### src/hdl/wpfh_pkg.sv
// shared constants, types and helper functions for the prime factor histogram
package wpfh_pkg;

  localparam int VALUE_BITS  = 16;
  localparam int PRIME_LIMIT = 256;
  localparam int COUNT_BITS  = 20;

  localparam int IN_VALUE_BITS = 16;
  localparam int WEIGHT_BITS   = 20;
  localparam int OUT_BITS      = 20;

  localparam int DIV_BITS  = $clog2(PRIME_LIMIT);
  localparam int STEP_BITS = $clog2(VALUE_BITS);
  localparam int SUM_BITS  = ((COUNT_BITS > WEIGHT_BITS) ? COUNT_BITS : WEIGHT_BITS) + 1;
  localparam int SQ_BITS   = (2 * DIV_BITS > VALUE_BITS + 1) ? 2 * DIV_BITS : VALUE_BITS + 1;
  localparam int CMP_BITS  = (DIV_BITS > VALUE_BITS) ? DIV_BITS : VALUE_BITS;

  typedef logic [VALUE_BITS-1:0]  value_t;
  typedef logic [DIV_BITS-1:0]    divisor_t;
  typedef logic [COUNT_BITS-1:0]  count_t;
  typedef logic [WEIGHT_BITS-1:0] weight_t;
  typedef logic [OUT_BITS-1:0]    out_count_t;

  localparam logic [SUM_BITS-1:0] COUNT_MAX = SUM_BITS'((64'd1 << COUNT_BITS) - 64'd1);

  // sieve over all divisor candidates, evaluated at elaboration
  function automatic logic [PRIME_LIMIT-1:0] prime_mask();
    logic [PRIME_LIMIT-1:0] m;
    m    = '1;
    m[0] = 1'b0;
    m[1] = 1'b0;
    for (int i = 2; i < PRIME_LIMIT; i++) begin
      if (m[i]) begin
        for (int j = 2 * i; j < PRIME_LIMIT; j += i) begin
          m[j] = 1'b0;
        end
      end
    end
    return m;
  endfunction

  localparam logic [PRIME_LIMIT-1:0] PRIME_MASK = prime_mask();

  function automatic count_t sat_add(count_t c, weight_t w);
    logic [SUM_BITS-1:0] s;
    s = SUM_BITS'(c) + SUM_BITS'(w);
    if (s > COUNT_MAX) begin
      s = COUNT_MAX;
    end
    return s[COUNT_BITS-1:0];
  endfunction

  function automatic out_count_t to_out(count_t c);
    logic [SUM_BITS-1:0] e;
    e = SUM_BITS'(c);
    return e[OUT_BITS-1:0];
  endfunction

  typedef struct packed {
    logic     start;
    value_t   dividend;
    divisor_t divisor;
  } div_req_t;

  typedef struct packed {
    logic   done;
    value_t quotient;
    logic   rem_zero;
  } div_res_t;

  typedef struct packed {
    logic    valid;
    value_t  addr;
    weight_t weight;
  } hist_req_t;

  typedef struct packed {
    logic   ready;
    count_t largest;
  } hist_sts_t;

endpackage

### src/hdl/wpfh_div.sv
// shared restoring divider, one quotient bit per cycle
module wpfh_div (
  input  logic               clk_i,
  input  logic               rst_ni,
  input  wpfh_pkg::div_req_t req_i,
  output wpfh_pkg::div_res_t res_o
);

  localparam logic [wpfh_pkg::STEP_BITS-1:0] LAST_STEP =
    wpfh_pkg::STEP_BITS'(wpfh_pkg::VALUE_BITS - 1);

  logic                              busy_q, busy_d;
  logic                              done_q, done_d;
  logic [wpfh_pkg::STEP_BITS-1:0]    cnt_q, cnt_d;
  wpfh_pkg::divisor_t                rem_q, rem_d;
  wpfh_pkg::value_t                  quo_q, quo_d;
  wpfh_pkg::divisor_t                dvs_q, dvs_d;
  logic [wpfh_pkg::DIV_BITS:0]       trial;
  logic [wpfh_pkg::DIV_BITS:0]       diff;
  logic                              fits;

  assign trial = {rem_q, quo_q[wpfh_pkg::VALUE_BITS-1]};
  assign diff  = trial - {1'b0, dvs_q};
  assign fits  = trial >= {1'b0, dvs_q};

  always_comb begin
    busy_d = busy_q;
    done_d = 1'b0;
    cnt_d  = cnt_q;
    rem_d  = rem_q;
    quo_d  = quo_q;
    dvs_d  = dvs_q;
    if (req_i.start) begin
      busy_d = 1'b1;
      cnt_d  = '0;
      rem_d  = '0;
      quo_d  = req_i.dividend;
      dvs_d  = req_i.divisor;
    end else if (busy_q) begin
      rem_d = fits ? diff[wpfh_pkg::DIV_BITS-1:0] : trial[wpfh_pkg::DIV_BITS-1:0];
      quo_d = {quo_q[wpfh_pkg::VALUE_BITS-2:0], fits};
      cnt_d = cnt_q + 1'b1;
      if (cnt_q == LAST_STEP) begin
        busy_d = 1'b0;
        done_d = 1'b1;
      end
    end
  end

  always_ff @(posedge clk_i or negedge rst_ni) begin
    if (!rst_ni) begin
      busy_q <= 1'b0;
      done_q <= 1'b0;
      cnt_q  <= '0;
    end else begin
      busy_q <= busy_d;
      done_q <= done_d;
      cnt_q  <= cnt_d;
    end
  end

  always_ff @(posedge clk_i) begin
    rem_q <= rem_d;
    quo_q <= quo_d;
    dvs_q <= dvs_d;
  end

  assign res_o.done     = done_q;
  assign res_o.quotient = quo_q;
  assign res_o.rem_zero = (rem_q == '0);

  a_start_idle: assert property (@(posedge clk_i) disable iff (!rst_ni)
    req_i.start |-> !busy_q)
    else $error("divider started while busy");

  a_done_pulse: assert property (@(posedge clk_i) disable iff (!rst_ni)
    done_q |=> !done_q)
    else $error("divider done held more than one cycle");

  a_last_step: assert property (@(posedge clk_i) disable iff (!rst_ni)
    (busy_q && !req_i.start && cnt_q == LAST_STEP) |=> (done_q && !busy_q))
    else $error("divider did not finish after last step");

endmodule

### config.mk
export PLATFORM = sky130hd
export DESIGN_NAME = wpfh_div
export DESIGN_NICKNAME = d
export VERILOG_FILES = /design/src/hdl/wpfh_pkg.sv /design/src/hdl/wpfh_div.sv
export SDC_FILE = /design/constraint.sdc
export NUM_CORES = 1
export LEC_CHECK = 0
export BUFFER_PORTS_ARGS = -buffer_cell sky130_fd_sc_hd__buf_2
export CORE_ASPECT_RATIO = 1.2
export CORE_MARGIN = 2
export CORE_UTILIZATION = 30
export DETAILED_ROUTE_END_ITERATION = 6
export SYNTH_ARGS = -nofsm -noshare
export SYNTH_HDL_FRONTEND = slang
export SYNTH_SLANG_ARGS = --single-unit
### constraint.sdc
create_clock -name clk_i -period 4.1 [get_ports clk_i]
set_input_delay 0.615 -clock clk_i [delete_from_list [all_inputs] [get_ports clk_i]]
set_output_delay 0.615 -clock clk_i [all_outputs]
set_load 0.01 [all_outputs]
# [Word level (Yosys, flattened, before mapping)]
# Index checks and enable logic that the tools add are counted.
[word_totals] register_bits=38 latch_bits=0 ramBits=0 romBits=0 inputBits=27 output_inout_bits=18 wordCells=23 mem_count=0
[op_classes] addsub=2 n_mul=0 n_div=0 order_cmp=1 eq_ne=1 n_shift=0 muxes=11 n_bitwise=0 n_reduce_logical=2
[op_table] op="2-to-1 mux 16 bit" n=2
[op_table] op="greater-or-equal comparator 9 x 8 -> 1 bit" n=1
[op_table] op="zero test 8 bit" n=1
[op_table] op="2-to-1 mux 4 bit" n=2
[op_table] op="2-to-1 mux 8 bit" n=1
[op_table] op="subtractor 8 bit" n=1
[op_table] op="2-to-1 mux 1 bit" n=6
[op_table] op="adder 4 x 1 -> 4 bit, second input constant" n=1
[op_table] op="== test 4 bit, second input constant" n=1
[op_table] op="nonzero test 2 bit" n=1

# [Logic depth before layout (Yosys ltp)]
# Gate-level depths: netlist of run 1.
[logic_depth] word_depth=4 depth_mapped=8 ltp_nobuf=8

# [Worst setup path before layout of run 1]
# Ideal clock, no wire load.
[synth_path] path_type="flip-flop to flip-flop" start="register quo_q[15]" end="register rem_q[6]" setup_time_ns=0.091 arrival_ns=2.012 required_ns=4.009 path_slack_ns=1.997 path_stages_with_launch=9 n_path_buf=0 synth_period_minus_slack_ns=2.103 path_cell_list="edfxtp_1 > inv_1 > ha_1 > fa_1 > nand2b_1 > a2111oi_0 > a311oi_1 > a21o_1 > a311oi_1"
[synth_between] elab_chain_cells=2 elab_cells_between_ends=3 cone_classes="add/sub: 1; order compare: 1; mux: 1"
[synth_lines] item="from (decl)" line_no="wpfh_div.sv:16" text="wpfh_pkg::value_t quo_q, quo_d;"
[synth_lines] item="from (signal assigned)" line_no="wpfh_div.sv:64" text="quo_q <= quo_d;"
[synth_lines] item="subtractor 8 bit or greater-or-equal comparator 9 x 8 -> 1 bit (tied branches)" line_no="wpfh_div.sv:23, wpfh_div.sv:24"
[synth_lines] item="2-to-1 mux 8 bit *" line_no="wpfh_div.sv:40" text="rem_d = fits ? diff[wpfh_pkg::DIV_BITS-1:0] : trial[wpfh_pkg::DIV_BITS-1:0];"
[synth_lines] item="to (signal assigned)" line_no="wpfh_div.sv:63" text="rem_q <= rem_d;"
[synth_lines] item="to (decl)" line_no="wpfh_div.sv:15" text="wpfh_pkg::divisor_t rem_q, rem_d;"
# Every way passes the cells marked *; elsewhere a longest branch is shown, timed or not.
# A chain may end at the register's enable or synchronous reset.

# [Final worst setup path of run 1]
# Same ends and word-level chain as after synthesis.

==> impl_results.md, run 1 <==
- Final hold violation count: 0
- CTS tree: built
- Internal power: 0.000800 W
- Nets: 258
- Total Wirelength: 3930 um
- RD Place Congestion: 0.749
- Most frequent cells in the layout: buf_2 (44), edfxtp_1 (24), nor2_1 (19)
- Yosys cell types: 42
- Post-route ant nets: 0
- Net Sw Frac: 0.298
- CP Class: flip-flop to flip-flop
- Drt pass-1 iters: 4
- Outcome: complete, no violations
- Grt total ovfl: 0
- Chip height: 93.3 um
- Vias in the first global route: 1,438
- Post-Syn Instances: 177
- Switching power: 0.000339 W
- Core ar.: 6450 sq um
- Register area share after synthesis: 0.517
- Commonest non-fill, non-tap cell in the layout: buf_2
- Crit path top cell by count: a311oi_1
- Logic pwr share: 0.278
- Largest net degree at the start of global routing: 43
- Fillers: 622
- Max-cap violations: 0
- Final setup fails: 0
- Utilization after layout: 0.373
- Layout Skew: 0.0116 ns
- Clock Path Buffers: 2
- Clock power share: 0.289
- Setup TNS: 0 ns
- First-pass GRT wire length: 6610 um
- EDFF count, synth: 24
- Worst Hold Class: primary input to async pin
- CTS sink cnt: 38
- CTS Buf Count: 5
- Post-CTS Resized: 0
- Clock-pin slew on the worst setup and hold paths: 0.08 ns
- Slew headroom: 0.463
- Pwr Density: 473 nW/um^2
- IO Pins: 45
- PortBufs: 44
- Ys async rst share: 0.158
- Row count: 32
- Worst Setup Start Kind: flip-flop
- WP data required: 4.30 ns
- Root Driver: clkbuf_8
- Share of layout cells above drive strength 1: 0.320
- Initial antenna violation count: 0
- Fin crit period: 2.28 ns
- Multi-input logic area: 881 sq um
- H-tree depth: 2
- Clock Latency Late Sink: 0.29 ns
- Synthesized area per cell: 11.3 sq um
- Dpl cell area: 2290 sq um
- Cell Area, Synth: 1990 sq um
- Register Area: 1030 sq um
- Ant diodes: 0
- Top FF cell, synth: edfxtp_1
- Layout overhead on the synthesized area: 20.7%
- Yosys reg bits: 38
- DR DRC count: 0
- Initial DRC Count: 54
- Die W: 78.4 um
- Worst slew pin tran: 0.806 ns
- Max IR drop VDD: 0.271 mV
- Cell area after layout: 2410 sq um
- DP HPWL: 2750 um
- Critical-path cell list: inv_1 > ha_1 > fa_1 > nand2b_1 > a2111oi_0 > a311oi_1 > a21o_1 > a311oi_1
- Slew Viols, Final: 0
- CP arrival: 2.48 ns
- Post-CTS setup buffer count: 0
- Average vias per placed instance: 4.74
- Hold-fix buffers, CTS: 0
- Wire per inst: 12.8 um
- CP endpoint kind: flip-flop
- Full die area: 7320 sq um
- Crit Path Max Fanout: 3
- Final worst-path cycle share: 0.555
- Seq pwr share: 0.433
- RSZ-0062 raised after global routing: no
- Static leakage: 1.00 nW
- Tot GR Track Use: 0.115
- CP max-delay cell: fa_1
- Fmax: 439 MHz
- Vias: 1,454
- Synthesized Nets: 214
- Yosys synthesis warning count: 0
- Initial Util: 0.309
- Delay of the slowest critical-path stage: 0.42 ns
==> stage by stage <==
| step | instances | setup slack [ns] | hold slack (ns) | power [W] |
|---|---|---|---|---|
| floorplan | 177 | 2.00 | 0.319 | 0.000720 |
| global route | 307 | 1.62 | 0.140 | 0.00121 |
| global placement | 299 | 1.85 | 0.448 | 0.000818 |
| CTS | 307 | 1.85 | 0.133 | 0.00115 |
| detailed placement | 299 | 1.84 | 0.449 | 0.000818 |
| finish | 307 | 1.82 | 0.131 | 0.00114 |
==> layout make-up <==
| type | count | share of cell area |
|---|---|---|
| Sequential cell | 38 | 0.428 |
| Inverter | 14 | 0.0218 |
| Tap cell | 85 | 0.0442 |
| Timing Repair Buffer | 44 | 0.0915 |
| Clock buffer | 7 | 0.0359 |
| Clock inverter | 1 | 0.0125 |
| Multi-Input combinational cell | 118 | 0.366 |
==> path summary, 6_finish.rpt <==
check	to	start	slack (ns)	cells past startpoint
setup / recovery	rem_q[6]$_SDFFE_PP0P_	quo_q[15]$_DFFE_PP_	1.82	8
hold / removal	cnt_q[3]$_DFFE_PN0P_	rst_ni	0.13	1
setup reg to reg	rem_q[6]$_SDFFE_PP0P_	quo_q[15]$_DFFE_PP_	1.82	8
hold reg to reg	rem_q[4]$_SDFFE_PP0P_	rem_q[4]$_SDFFE_PP0P_	0.53	2
max in group asynchronous	done_q$_DFF_PN0_	rst_ni	3.83	1
min in group clk_i	dvs_q[5]$_DFFE_PP_	req_i[5]	0.49	1
==> metal layers <==
layer / up-vias / global-route usage / wire (um)
li1: 737 / - / -
met1: 673 / 0.149 / 1750
met2: 38 / 0.187 / 1930
met3: 6 / 0.0232 / 183
met4: 0 / 0.0526 / 67
met5: - / 0 / 0
==> power groups by stage <==
| stage | sequential [W] | clock, W | combinational [W] |
|---|---|---|---|
| floorplan | 0.000501 | 0 | 0.000219 |
| global placement | 0.000501 | 0 | 0.000316 |
| detailed placement | 0.000501 | 0 | 0.000317 |
| CTS | 0.000493 | 0.000337 | 0.000318 |
| global route | 0.000501 | 0.000351 | 0.000356 |
| finish | 0.000493 | 0.000330 | 0.000317 |
==> logic make-up (layout without fill, tap and decap cells) <==
logic type                 after synthesis  count (layout)  share of synthesized area
adders and majority gates               10              10                     0.0665
and+or+nand+nor                         51              51                      0.127
DFF                                     38              38                      0.517
AOI/OAI and AO/OA                       34              34                      0.128
muxes                                   16              16                     0.0897
xor gates and xnor gates                 7               7                     0.0307
buffers and inverters                   21              66                     0.0414
==> synth_stat cells, drive strengths merged (3+ instances only) <==
cell type  instances  share of area
xor2               3          0.013
ha                 9          0.056
nand2              8          0.015
edfxtp            24           0.36
nand2b             5          0.016
inv               14          0.026
buf                4         0.0094
or4                4          0.015
clkbuf             3         0.0056
a311oi             6          0.029
xnor2              4          0.018
o21ai              6          0.015
dfxtp              8          0.080
a21oi              6          0.017
nor2              19          0.036
nand3              6          0.015
a21o               4          0.015
mux2              15          0.085
dfrtp              6          0.075
==> worst max-delay path, delay by kind of cell, from the launching register on <==
kind / cells / cell delay, ns
AOI/OAI and AO/OA: 4 / 0.93
adders and majority gates: 2 / 0.65
buffers and inverters: 1 / 0.05
DFF: 1 / 0.36
and+or+nand+nor: 1 / 0.21
==> state kept, by name, indices dropped and copies added, names as in the netlist <==
name / count
done_q: 1
dvs_q: 8
cnt_q: 4
quo_q: 16
busy_q: 1
rem_q: 8
No activity file was read; power rests on OpenSTA's default activity.
==> inputs of run 2 (changes only) <==
- clock period: 4.1 -> 1.93 ns (I/O delays scaled with it)
==> run 2 against run 1 <==
Against the previous run:
- the flow now finishes with violations (negative setup slack)
- sequential share of layout area shrank 4.9 points
- clock skew shrank 0.0024 ns
- setup slack lost 1.8 ns
- first-iteration DRC count shrank 11%
- combinational power grew to 3.0 times the previous value
- utilization grew 4.9 points
- via count grew 6.9%
- critical path type unchanged
- critical endpoint unchanged
- largest power group unchanged
- highest routed layer unchanged
==> impl_results.md, run 2 (same netlist as run 1, synthesis figures left out) <==
- Outcome: complete, but fails checks
- Failing checks: negative setup slack
- Post-Route M1 WL: 1950 um
- Root Driver: clkbuf_8
- Reg2reg end: rem_q[6]$_SDFFE_PP0P_
- Dpl cell area: 2480 sq um
- Average vias per placed instance: 4.71
- Utilization after layout: 0.423
- Die W: 78.4 um
- Full die area: 7320 sq um
- Largest net degree at the start of global routing: 28
- RSZ-0062 raised after global routing: yes
- Top Registers: quo_q x16, dvs_q x8, rem_q x8
- Max FFs per register: 16
- Slew headroom: 0.622
- Commonest non-fill, non-tap cell in the layout: buf_2
- Initial Util: 0.309
- Share of layout cells above drive strength 1: 0.465
- FF-to-FF path depth: 7
- Layout overhead on the synthesized area: 36.6%
- Final setup fails: 1
- CTS Buf Count: 5
- Largest register by flop count: quo_q
- DR WL met3: 199 um
- Pwr Density: 1030 nW/um^2
- Tot GR Track Use: 0.127
- Worst Hold Class: primary input to flip-flop
- RD Place Congestion: 0.802
- Post-route ant nets: 0
- Worst slew pin tran: 0.568 ns
- Clock Latency Late Sink: 0.30 ns
- Hold endpoint: dvs_q[6]$_DFFE_PP_
- Crit Path Max Fanout: 3
- Hold Startpoint: req_i[6]
- Top routing layer in use: met4
- Final worst-path cycle share: 1.00
- Wire per inst: 13.4 um
- Core ar.: 6450 sq um
- Total Wirelength: 4420 um
- Vias: 1,555
- Slew Viols, Final: 0
- R2r setup slk: -0.006 ns
- Chip height: 93.3 um
- First-pass GRT wire length: 7170 um
- CP arrival: 2.15 ns
- Hold slack: 0.166 ns
- Clock-pin slew on the worst setup and hold paths: 0.08 ns
- Grt total ovfl: 0
- Row count: 32
- CTS tree: built
- Initial antenna violation count: 0
- Drt pass-1 iters: 4
- Most frequent cells in the layout: buf_2 (44), edfxtp_1 (24), buf_4 (22)
- DR DRC count: 0
- Worst Hold Depth: 1
- WP data required: 2.14 ns
- Met2 wire length: 2180 um
- Nets: 281
- Vias in the first global route: 1,564
- PortBufs: 44
- Initial DRC Count: 48
- IO Pins: 45
- Clock Path Buffers: 2
- CP Class: flip-flop to flip-flop
- Cell area after layout: 2730 sq um
- Total Power: 0.00280 W
- Layout Skew: 0.00920 ns
- Fmax: 517 MHz
- Max-cap violations: 0
- Fin crit period: 1.94 ns
- Worst Setup Start Kind: flip-flop
- Max IR drop VDD: 0.462 mV
- Ant diodes: 0
- DP HPWL: 3250 um
- H-tree depth: 2
- CP endpoint kind: flip-flop
- CTS sink cnt: 38
- Final hold violation count: 0
- FF-to-FF Start: dvs_q[0]$_DFFE_PP_
- Final setup margin: -0.00594 ns
- Static leakage: 1.13 nW
[run 2: cell count changes in the layout (fill, tap and decap cells not counted), sizes merged]
cell	previous run	this run
bufinv	1	2
clkinv	0	1
buf	44	66
clkbuf	7	5
dlygate4sd3	0	1
[run 2: worst max path at each step]
stage	startpoint	end
2_1_floorplan	rem_q[5]$_SDFFE_PP0P_	rem_q[0]$_SDFFE_PP0P_
3_3_place_gp	dvs_q[6]$_DFFE_PP_	rem_q[1]$_SDFFE_PP0P_
3_5_place_dp	dvs_q[0]$_DFFE_PP_	rem_q[6]$_SDFFE_PP0P_
4_1_cts	dvs_q[1]$_DFFE_PP_	rem_q[0]$_SDFFE_PP0P_
5_1_grt	dvs_q[0]$_DFFE_PP_	rem_q[6]$_SDFFE_PP0P_
6_report	dvs_q[0]$_DFFE_PP_	rem_q[6]$_SDFFE_PP0P_
[run 2: what timing repair did]
item,4_1_cts,5_1_grt
setup endpoints to repair,4,10
gates resized for setup,6,13
hold buffers,1,0
buffers inserted,0,2
pin swaps,4,3
hold endpoints to repair,6,0
[run 2: cell type report]
class                      count  area (sq um)
clock buffer                   5          68.8
multi-input combinational    118          1000
clock inverter                 3          63.8
sequential                    38          1030
fill                         613          3720
inverter                      14          52.6
timing repair buffer          67           395
tap                           85           106
[run 2: worst max-delay path: stages (launching register included)]
cell and delay, ns:
edfxtp_1 0.41, ha_4 0.18, fa_2 0.34, nand2b_4 0.17, a2111oi_4 0.31, a311oi_2 0.06
a21o_1 0.17, a311oi_2 0.20
[run 2: routing by layer]
metal | vias to the layer above | global-route usage
li1 | 785 | -
met1 | 727 | 0.156
met2 | 35 | 0.213
met3 | 8 | 0.0319
met4 | 0 | 0.0482
met5 | - | 0
[run 2: power breakdown]
part           internal (W)  leakage [nW]  total, W  switching, W
clock network      0.000512        0.0658  0.000797      0.000286
logic              0.000488         0.675  0.000954      0.000466
registers          0.000974         0.391   0.00105     0.0000722
[run 2: per-stage QoR]
stage | worst slack [ns] | setup TNS, ns | cells
finish | -0.00594 | -0.00594 | 330
global route | -0.0966 | -0.162 | 330
CTS | 0.0105 | 0 | 328
detailed placement | -0.0333 | -0.0651 | 319
global placement | -0.0325 | -0.0338 | 319
floorplan | 0.00625 | 0 | 177
